**config.mk**
```make
export PLATFORM = sky130hd
export DESIGN_NAME = contiguous_block_allocator_top
export DESIGN_NICKNAME = d
export VERILOG_FILES = /design/src/rtl/cba_pkg.sv /design/src/rtl/cba_datapath.sv /design/src/rtl/cba_ctrl.sv /design/src/rtl/contiguous_block_allocator_top.sv
export SDC_FILE = /design/constraint.sdc
export NUM_CORES = 1
export LEC_CHECK = 0
export BUFFER_PORTS_ARGS = -buffer_cell sky130_fd_sc_hd__clkbuf_2
export CORE_MARGIN = 4
export CORE_UTILIZATION = 60
export CTS_CLUSTER_DIAMETER = 200
export DETAILED_ROUTE_END_ITERATION = 12
export GPL_ROUTABILITY_DRIVEN = 0
export PLACE_DENSITY_LB_ADDON = 0.15
export SETUP_SLACK_MARGIN = 0.3
export SLEW_MARGIN = 20
export SYNTH_ARGS = -nofsm -noshare
export SYNTH_HDL_FRONTEND = slang
export SYNTH_HIERARCHICAL = 1
export SYNTH_SLANG_ARGS = --single-unit
```
**constraint.sdc**
```tcl
create_clock -name clk -period 6.3 [get_ports clk]
set_clock_uncertainty 0.15 [all_clocks]
set_input_delay 0.315 -clock clk [delete_from_list [all_inputs] [get_ports clk]]
set_output_delay 0.315 -clock clk [all_outputs]
set_load 0.005 [all_outputs]
```
**src/rtl/cba_pkg.sv**
```systemverilog
// Shared types, constants and codes for the contiguous block allocator.
// No dependencies; every other file of the block refers to it by scoped names.
package cba_pkg;

	localparam int NUM_BLOCKS = 128;
	localparam int IDX_W      = $clog2(NUM_BLOCKS);
	localparam int CNT_W      = IDX_W + 1;

	localparam int LEN_W   = 8;
	localparam int SREQ_W  = 7;
	localparam int START_W = 7;
	localparam int SUM_W   = ((CNT_W > LEN_W) ? CNT_W : LEN_W) + 1;

	// APB register map
	localparam int ADDR_W          = 3;
	localparam int DATA_W          = 32;
	localparam int REG_DISK_BLOCKS = 0;
	localparam logic [LEN_W-1:0] DISK_BLOCKS_RESET = 8'd128;

	// result status codes
	localparam logic [1:0] ST_DONE    = 2'd0;
	localparam logic [1:0] ST_NOSPACE = 2'd1;
	localparam logic [1:0] ST_BAD     = 2'd2;

	// request kinds
	localparam logic KIND_ALLOC = 1'b0;
	localparam logic KIND_FREE  = 1'b1;

	typedef struct packed {
		logic               kind;
		logic [LEN_W-1:0]   length;
		logic [SREQ_W-1:0]  start_req;
	} req_t;

	typedef struct packed {
		logic [1:0]         status;
		logic [START_W-1:0] alloc_start;
	} rsp_t;

	typedef enum logic [2:0] {
		S_CLEAR,
		S_IDLE,
		S_DECIDE,
		S_SCAN,
		S_APPLY,
		S_FINISH
	} state_t;

	// controller -> datapath
	typedef struct packed {
		logic       clear;
		logic       capture;
		logic       scan_step;
		logic       apply;
		logic       set_result;
		logic [1:0] result_status;
		logic       load_out;
	} dp_cmd_t;

	// datapath -> controller
	typedef struct packed {
		logic bad;
		logic no_fit;
		logic is_free;
		logic hit;
		logic scan_last;
		logic apply_last;
		logic clear_last;
	} dp_stat_t;

endpackage

```
**src/rtl/cba_datapath.sv**
```systemverilog
// Datapath of the block allocator: request registers, used-flag memory with its
// clearing pass, run scanner, range update and result/output registers. Depends on cba_pkg.
module cba_datapath (
	input  logic                        clk,
	input  logic                        arst_n,
	input  cba_pkg::dp_cmd_t            cmd,
	input  cba_pkg::req_t               req,
	input  logic [cba_pkg::LEN_W-1:0]   disk_blocks,
	output cba_pkg::dp_stat_t           stat,
	output cba_pkg::rsp_t               rsp
);

	logic                          kind_q;
	logic [cba_pkg::LEN_W-1:0]     len_q;
	logic [cba_pkg::SREQ_W-1:0]    sreq_q;
	logic [cba_pkg::IDX_W-1:0]     idx_q;
	logic [cba_pkg::CNT_W-1:0]     run_q;
	logic [cba_pkg::CNT_W-1:0]     wcnt_q;
	logic [cba_pkg::IDX_W-1:0]     clr_q;
	logic [cba_pkg::IDX_W-1:0]     start_q;
	logic                          used_mem [cba_pkg::NUM_BLOCKS];
	logic                          used_rd_q;
	cba_pkg::rsp_t                 res_q;
	cba_pkg::rsp_t                 out_q;

	logic [cba_pkg::CNT_W-1:0] size;
	logic [cba_pkg::CNT_W-1:0] run_nx;
	logic [cba_pkg::SUM_W-1:0] hit_start;
	logic [cba_pkg::SUM_W-1:0] lo;
	logic [cba_pkg::IDX_W-1:0] rd_addr;
	logic [cba_pkg::IDX_W-1:0] wr_addr;
	logic                      wr_en;
	logic                      wr_data;

	// usable size: disk_blocks held at the map depth
	assign size = (32'(disk_blocks) > cba_pkg::NUM_BLOCKS) ?
		cba_pkg::CNT_W'(cba_pkg::NUM_BLOCKS) : cba_pkg::CNT_W'(disk_blocks);

	// read one entry ahead while scanning, so used_rd_q holds entry idx_q
	assign rd_addr = cmd.scan_step ? idx_q + 1'b1 : idx_q;

	assign run_nx    = used_rd_q ? '0 : run_q + 1'b1;
	assign hit_start = cba_pkg::SUM_W'(idx_q) + 1'b1 - cba_pkg::SUM_W'(len_q);

	assign lo = (kind_q == cba_pkg::KIND_FREE) ? cba_pkg::SUM_W'(sreq_q)
		: cba_pkg::SUM_W'(start_q);

	// one map write per cycle: clearing pass or range update
	assign wr_en   = cmd.clear || cmd.apply;
	assign wr_addr = cmd.clear ? clr_q : cba_pkg::IDX_W'(lo + cba_pkg::SUM_W'(wcnt_q));
	assign wr_data = !cmd.clear && (kind_q == cba_pkg::KIND_ALLOC);

	always_comb begin
		stat.bad = (len_q == '0) || ((kind_q == cba_pkg::KIND_FREE) &&
			(cba_pkg::SUM_W'(sreq_q) + cba_pkg::SUM_W'(len_q) > cba_pkg::SUM_W'(size)));
		stat.no_fit = (kind_q == cba_pkg::KIND_ALLOC) &&
			(cba_pkg::SUM_W'(len_q) > cba_pkg::SUM_W'(size));
		stat.is_free    = (kind_q == cba_pkg::KIND_FREE);
		stat.hit        = (cba_pkg::SUM_W'(run_nx) == cba_pkg::SUM_W'(len_q));
		stat.scan_last  = (cba_pkg::SUM_W'(idx_q) + 1'b1 == cba_pkg::SUM_W'(size));
		stat.apply_last = (cba_pkg::SUM_W'(wcnt_q) + 1'b1 == cba_pkg::SUM_W'(len_q));
		stat.clear_last = (clr_q == cba_pkg::IDX_W'(cba_pkg::NUM_BLOCKS - 1));
	end

	// used-flag map
	always_ff @(posedge clk) begin
		if (wr_en) begin
			used_mem[wr_addr] <= wr_data;
		end
		used_rd_q <= used_mem[rd_addr];
	end

	// clearing pass address
	always_ff @(posedge clk or negedge arst_n) begin
		if (!arst_n) begin
			clr_q <= '0;
		end else if (cmd.clear) begin
			clr_q <= clr_q + 1'b1;
		end
	end

	// request and scan registers
	always_ff @(posedge clk) begin
		if (cmd.capture) begin
			kind_q <= req.kind;
			len_q  <= req.length;
			sreq_q <= req.start_req;
			idx_q  <= '0;
			run_q  <= '0;
			wcnt_q <= '0;
		end else if (cmd.scan_step) begin
			idx_q <= idx_q + 1'b1;
			run_q <= run_nx;
			if (stat.hit) begin
				start_q <= cba_pkg::IDX_W'(hit_start);
			end
		end
		if (cmd.apply) begin
			wcnt_q <= wcnt_q + 1'b1;
		end
		if (cmd.set_result) begin
			res_q.status <= cmd.result_status;
			res_q.alloc_start <= ((cmd.result_status == cba_pkg::ST_DONE) &&
				(kind_q == cba_pkg::KIND_ALLOC)) ? cba_pkg::START_W'(start_q) : '0;
		end
		if (cmd.load_out) begin
			out_q <= res_q;
		end
	end

	assign rsp = out_q;

endmodule

```
**src/rtl/cba_ctrl.sv**
```systemverilog
// Controller of the block allocator: sequences clear, decide, scan, apply and
// finish, and owns the response valid flag. Depends on cba_pkg.
module cba_ctrl (
	input  logic               clk,
	input  logic               arst_n,
	input  logic               req_valid,
	output logic               req_ready,
	output logic               rsp_valid,
	input  logic               rsp_ready,
	input  cba_pkg::dp_stat_t  stat,
	output cba_pkg::dp_cmd_t   cmd
);

	cba_pkg::state_t state_q;
	cba_pkg::state_t state_nx;
	logic            out_valid_q;
	logic            out_free;

	assign out_free = !out_valid_q || rsp_ready;

	always_comb begin
		state_nx = state_q;
		unique case (state_q)
			cba_pkg::S_CLEAR: begin
				if (stat.clear_last) state_nx = cba_pkg::S_IDLE;
			end
			cba_pkg::S_IDLE: begin
				if (req_valid) state_nx = cba_pkg::S_DECIDE;
			end
			cba_pkg::S_DECIDE: begin
				priority if (stat.bad || stat.no_fit) state_nx = cba_pkg::S_FINISH;
				else if (stat.is_free) state_nx = cba_pkg::S_APPLY;
				else state_nx = cba_pkg::S_SCAN;
			end
			cba_pkg::S_SCAN: begin
				priority if (stat.hit) state_nx = cba_pkg::S_APPLY;
				else if (stat.scan_last) state_nx = cba_pkg::S_FINISH;
				else state_nx = cba_pkg::S_SCAN;
			end
			cba_pkg::S_APPLY: begin
				if (stat.apply_last) state_nx = cba_pkg::S_FINISH;
			end
			cba_pkg::S_FINISH: begin
				if (out_free) state_nx = cba_pkg::S_IDLE;
			end
			default: state_nx = cba_pkg::S_IDLE;
		endcase
	end

	always_comb begin
		cmd = '0;
		req_ready = 1'b0;
		unique case (state_q)
			cba_pkg::S_CLEAR: begin
				cmd.clear = 1'b1;
			end
			cba_pkg::S_IDLE: begin
				req_ready   = 1'b1;
				cmd.capture = req_valid;
			end
			cba_pkg::S_DECIDE: begin
				cmd.set_result = stat.bad || stat.no_fit;
				cmd.result_status = stat.bad ? cba_pkg::ST_BAD : cba_pkg::ST_NOSPACE;
			end
			cba_pkg::S_SCAN: begin
				cmd.scan_step     = 1'b1;
				cmd.set_result    = !stat.hit && stat.scan_last;
				cmd.result_status = cba_pkg::ST_NOSPACE;
			end
			cba_pkg::S_APPLY: begin
				cmd.apply         = 1'b1;
				cmd.set_result    = stat.apply_last;
				cmd.result_status = cba_pkg::ST_DONE;
			end
			cba_pkg::S_FINISH: begin
				cmd.load_out = out_free;
			end
			default: begin
				cmd = '0;
			end
		endcase
	end

	always_ff @(posedge clk or negedge arst_n) begin
		if (!arst_n) begin
			state_q     <= cba_pkg::S_CLEAR;
			out_valid_q <= 1'b0;
		end else begin
			state_q <= state_nx;
			if (cmd.load_out) out_valid_q <= 1'b1;
			else if (rsp_ready) out_valid_q <= 1'b0;
		end
	end

	assign rsp_valid = out_valid_q;

endmodule

```
**src/rtl/contiguous_block_allocator_top.sv**
```systemverilog
// Top level of the contiguous first-fit block allocator: APB register,
// controller and datapath. Depends on cba_pkg, cba_ctrl and cba_datapath.
//
//   channel   handshake              payload          direction
//   req       req_valid/req_ready    req (req_t)      in
//   rsp       rsp_valid/rsp_ready    rsp (rsp_t)      out
//   apb       psel/penable/pready    paddr/pwdata     in, prdata out
//
// Sequence: a rejected request goes from decide straight to finish; a free
// writes its range into the map one block per cycle, then finishes; an
// allocate scans one block per cycle (the whole usable disk size when no run
// fits, else up to the end of the first fitting window), then writes the range.
// The next request can be taken in the cycle after the result is loaded.
// Reset: a clearing pass writes every map entry free, one per cycle, with
// req_ready low; disk_blocks back to 128.
// Stalls: a finished result waits in the output register; the next request
// is accepted and processed meanwhile, and holds in finish until rsp drains.
module contiguous_block_allocator_top (
	input  logic                          clk,
	input  logic                          arst_n,
	// request channel
	input  logic                          req_valid,
	output logic                          req_ready,
	input  cba_pkg::req_t                 req,
	// response channel
	output logic                          rsp_valid,
	input  logic                          rsp_ready,
	output cba_pkg::rsp_t                 rsp,
	// configuration
	input  logic                          psel,
	input  logic                          penable,
	input  logic                          pwrite,
	input  logic [cba_pkg::ADDR_W-1:0]    paddr,
	input  logic [cba_pkg::DATA_W-1:0]    pwdata,
	output logic [cba_pkg::DATA_W-1:0]    prdata,
	output logic                          pready
);

	cba_pkg::dp_cmd_t           cmd;
	cba_pkg::dp_stat_t          stat;
	logic [cba_pkg::LEN_W-1:0]  disk_blocks_q;
	logic                       sel_disk_blocks;

	assign pready = 1'b1;

	// one register, word index taken from paddr above the byte offset
	assign sel_disk_blocks =
		(paddr[cba_pkg::ADDR_W-1:2] == (cba_pkg::ADDR_W-2)'(cba_pkg::REG_DISK_BLOCKS));

	always_ff @(posedge clk or negedge arst_n) begin
		if (!arst_n) begin
			disk_blocks_q <= cba_pkg::DISK_BLOCKS_RESET;
		end else if (psel && penable && pwrite && pready && sel_disk_blocks) begin
			disk_blocks_q <= pwdata[cba_pkg::LEN_W-1:0];
		end
	end

	assign prdata = sel_disk_blocks ? cba_pkg::DATA_W'(disk_blocks_q) : '0;

	cba_ctrl u_ctrl (
		.clk       (clk),
		.arst_n    (arst_n),
		.req_valid (req_valid),
		.req_ready (req_ready),
		.rsp_valid (rsp_valid),
		.rsp_ready (rsp_ready),
		.stat      (stat),
		.cmd       (cmd)
	);

	cba_datapath u_datapath (
		.clk         (clk),
		.arst_n      (arst_n),
		.cmd         (cmd),
		.req         (req),
		.disk_blocks (disk_blocks_q),
		.stat        (stat),
		.rsp         (rsp)
	);

	// one request in flight: accepting a request closes the input next cycle
	a_one_in_flight: assert property (@(posedge clk) disable iff (!arst_n)
		(req_valid && req_ready) |=> !req_ready)
		else $error("request accepted while another is in flight");

	// only defined status codes leave the block
	a_status_code: assert property (@(posedge clk) disable iff (!arst_n)
		rsp_valid |-> (rsp.status == cba_pkg::ST_DONE ||
			rsp.status == cba_pkg::ST_NOSPACE || rsp.status == cba_pkg::ST_BAD))
		else $error("undefined status code on rsp");

	// failed requests report start block zero
	a_fail_start_zero: assert property (@(posedge clk) disable iff (!arst_n)
		(rsp_valid && rsp.status != cba_pkg::ST_DONE) |-> (rsp.alloc_start == '0))
		else $error("nonzero start block on a failed request");

	// the datapath never scans and updates the map in the same cycle
	a_scan_apply_excl: assert property (@(posedge clk) disable iff (!arst_n)
		!(cmd.scan_step && cmd.apply))
		else $error("scan and map update issued together");

endmodule
```
==> out/qor.csv <==
stage,metric,value,unit
run_status,outcome,completed,
logic_synthesis,Post-synth top cells,"edfxtp_1, nor2_1, nand2_1",
sta,Fin Setup TNS,0,ps
power,P_sw,2.21,mW
worst_setup_path,Setup crit start kind,flip-flop,
logic_synthesis,"EDFF count, synth",177,
logic_synthesis,Cell variety after synth,68,
power,VDD IR max,0.452,mV
global_route,initial antenna violation count,0,
routing,drt drc,0,
worst_setup_path,largest stage delay on the critical path,750,ps
sta,Final Cycle Share,73.5,%
cells_and_area,fin util,68.7,%
floorplan,die width,151,um
global_route,first-pass GRT wire length,44.4,mm
routing,routed wire length,28.5,mm
place,detailed placement HPWL,19.5,mm
floorplan,Top Ports,102,
cells_and_area,Layout Area Growth over Synthesis,10.9,%
worst_setup_path,critical path class,flip-flop to flip-flop,
cells_and_area,Filler cells,1403,
clock_tree,H-tree depth,1,
global_route,total track usage,25.6,%
worst_setup_path,FF-to-FF Start,u_datapath/len_q[0]$_DFFE_PP_,
clock_tree,CTS Sinks,212,
worst_setup_path,CP Cell Sequence,ha_1 > fa_1 > a21o_1 > a21oi_1 > o21bai_1 > a21oi_1 > xnor2_1 > ha_1 > o21a_1 > o221ai_1 > o21ai_1 > nor2b_1 > and3_1 > nor3_1 > and2_1,
logic_synthesis,"Seq/Total Area, Yosys",50.0,%
clock_tree,root buffer cell,clkbuf_16,
routing,First DRT Iteration DRCs,761,
floorplan,die height,151,um
sta,count of pins over their slew limit,0,
power,sequential share of power,35.0,%
routing,router iterations before antenna repair,5,
floorplan,row cnt,51,
clock_tree,CTS buffer count,23,
global_route,number of global-route vias before repair,8081,
logic_synthesis,post-synthesis register bit count,212,
logic_synthesis,ranking of synthesized cells by area,"edfxtp_1, mux4_2, nor2_1, ha_1, dfrtp_1",
floorplan,full die area,22700,sq um
power,combinational share of power,42.7,%
clock_tree,clock transition at the registers of the reported paths,60,ps
logic_synthesis,"area leader, netlist",edfxtp_1,
worst_setup_path,WP data required,6520,ps
routing,wire length per cell,21.3,um
power,Leak Pwr,4.86,nW
logic_synthesis,"Top FF cell, synth",edfxtp_1,
worst_hold_path,Hold Crit Start,penable,
logic_synthesis,top-count cell post-synth,edfxtp_1,
power,switching share of power,38.4,%
clock_tree,"Clk Latency, worst-skew pair",510,ps
logic_synthesis,Cells after Synth,995,
logic_synthesis,yosys warns,6,
place,PortBufs,50,
sta,Final min period,4630,ps
sta,unrepaired setup endpoints after global routing,false,
floorplan,CORE AREA,19700,sq um
cells_and_area,"non-filler cells, final",1339,
clock_tree,clk buf depth,3,
worst_hold_path,Hold Crit Class,input pin to flip-flop,
power,Pwr Density,425,nW/um^2
logic_synthesis,share of the synthesized area in the top cell type,43.5,%
worst_setup_path,CP Max Fanout,7,
sta,fmax,216,MHz
global_route,pin count of the biggest net entering global routing,129,
cells_and_area,layout cells sized above 1,18.2,%
logic_synthesis,asr flop ratio synth,8.96,%
routing,antenna-violating nets left,0,
routing,DR vias/cell,6.14,
power,P_int,3.55,mW
routing,via count,8224,
worst_setup_path,CP Capture Type,flip-flop,
power,part of the power in the clock network,22.3,%
logic_synthesis,Mapped Area,12200,sq um
floorplan,effective utilization at floorplan,62.0,%
global_route,GRT overflow,0,
sta,headroom to the max-slew limit,36.8,%
worst_setup_path,CP Buf/Inv Count,0,
worst_setup_path,Worst Path Arrival,4850,ps
cells_and_area,diodes inserted,0,
worst_setup_path,slowest stage cell on the critical path,nor3_1,
cells_and_area,nets,1157,
logic_synthesis,syn_area_per_cell,12.3,sq um
place,DP Cell Count,1270,
worst_setup_path,CP top delay family,simple AND/OR/NAND/NOR gates,
sta,Fin. Hold Viols,0,
clock_tree,# resized after CTS,0,
clock_tree,CTS tree,done,
sta,Tightest Pin Transition,947,ps
worst_setup_path,Worst Setup SP,u_datapath/len_q[0]$_DFFE_PP_,
sta,Setup-failing EPs final,0,
flow_run,total of max-cap violations,0,
==> worst reg2reg max path, delay by kind of cell (launching register included) <==
kind / cells / cell delay (ps)
AND/OR/NAND/NOR: 4 / 1400
AO/OA/AOI/OAI: 7 / 1280
adder cells (fa/ha/maj): 3 / 970
flip-flops: 1 / 530
XOR/XNOR: 1 / 150
==> per-layer routing <==
metal	routed length [um]	up-vias	global-route usage [%]
met1	12000	4104	36.6
met3	2070	46	3.94
met2	14000	321	41.9
li1	-	3753	-
met5	0	-	0
met4	520	0	5.94
==> path summary, 6_finish.rpt <==
check	endpoint	cells past startpoint	slack [ps]
hold reg to reg	u_datapath/rsp[2]$_DFFE_PP_	0	270
min in group asynchronous	u_datapath/clr_q[0]$_DFFE_PN0P_	2	170
max in group asynchronous	disk_blocks_q[7]$_DFFE_PN1P_	2	5440
setup / recovery	u_datapath/res_q[3]$_SDFFCE_PN0P_	15	1670
setup reg to reg	u_datapath/res_q[3]$_SDFFCE_PN0P_	15	1670
hold / removal	disk_blocks_q[4]$_DFFE_PN0P_	3	120
==> stage by stage <==
| step | total power [mW] | cell area [sq um] | hold slack, ps | setup slack, ps |
|---|---|---|---|---|
| 2_1_floorplan | 3.87 | 12300 | -131 | 1370 |
| 3_3_place_gp | 4.41 | 12500 | 179 | 1850 |
| 3_5_place_dp | 4.46 | 12500 | 180 | 1800 |
| 4_1_cts | 5.76 | 13500 | 117 | 1740 |
| 5_1_grt | 6.06 | 13500 | 141 | 1400 |
| 6_report | 5.76 | 13500 | 121 | 1670 |
==> registers in the layout, indices dropped and copies added (netlist names) <==
signal and count:
u_datapath/clr_q 7, u_datapath/rsp 9, u_datapath/sreq_q 7, disk_blocks_q 8
u_ctrl/state_q 3, u_ctrl/rsp_valid 1, u_datapath/res_q 9, u_datapath/wcnt_q 8
u_datapath/used_mem 128, u_datapath/len_q 8, u_datapath/idx_q 7, u_datapath/kind_q 1
u_datapath/used_rd_q 1, u_datapath/run_q 8, u_datapath/start_q 7
==> kinds of logic after synthesis <==
group / count (synthesis) / share of synthesized area, %
fa+ha+maj: 42 / 4.48
buf+inv: 100 / 4.54
flops: 212 / 50.0
compound gates: 103 / 5.65
simple gates: 356 / 13.6
mux: 115 / 16.8
xor+xnor: 65 / 4.87
other cells: 2 / 0.0614
==> power groups by stage <==
stage | Clock [mW] | Sequential [mW] | Combinational [mW]
2_1_floorplan | 0 | 1.90 | 1.97
3_3_place_gp | 0 | 2.04 | 2.38
3_5_place_dp | 0 | 2.04 | 2.42
4_1_cts | 1.30 | 2.01 | 2.45
5_1_grt | 1.36 | 2.04 | 2.67
6_report | 1.28 | 2.02 | 2.46
==> cell usage in the layout, fill, tap and decap left out, types with 4 or more instances in the layout <==
| cell type | n |
|---|---|
| mux4_1 | 8 |
| mux2_2 | 16 |
| clkbuf_2 | 50 |
| nor2_1 | 175 |
| and2_1 | 11 |
| nand4_1 | 13 |
| nor3_1 | 10 |
| buf_4 | 11 |
| a21o_1 | 10 |
| o21ai_0 | 13 |
| clkbuf_16 | 23 |
| inv_1 | 24 |
| and3_1 | 8 |
| o21a_1 | 4 |
| clkinvlp_4 | 4 |
| edfxtp_1 | 177 |
| nand3b_1 | 7 |
| dfxtp_1 | 14 |
| clkinv_2 | 5 |
| dfrtp_1 | 18 |
| nor2b_1 | 18 |
| dlygate4sd3_1 | 27 |
| nor4_1 | 6 |
| a211oi_1 | 7 |
| nand3_1 | 18 |
| conb_1 | 25 |
| xor2_1 | 25 |
| mux4_2 | 60 |
| and2b_2 | 8 |
| a21oi_1 | 26 |
| nand2b_1 | 8 |
| o21ai_1 | 5 |
| xnor2_1 | 38 |
| o21bai_1 | 6 |
| ha_1 | 39 |
| mux2i_1 | 30 |
| nand2_1 | 61 |
==> cell type report <==
| type | instances | area [sq um] | share of cell area [%] |
|---|---|---|---|
| multi-input cells | 706 | 5670 | 41.8 |
| clock inverters | 14 | 110 | 0.813 |
| inverters | 25 | 93.8 | 0.693 |
| clock buffers | 28 | 614 | 4.53 |
| repair buffers | 89 | 614 | 4.53 |
| well taps | 265 | 332 | 2.45 |
| flip-flops and latches | 212 | 6120 | 45.2 |
==> what timing repair did <==
action	CTS	global route
hold buffers	27	0
setup buffers	0	0
endpoints found under the hold margin	44	0
(Power assumes the default switching activity.)
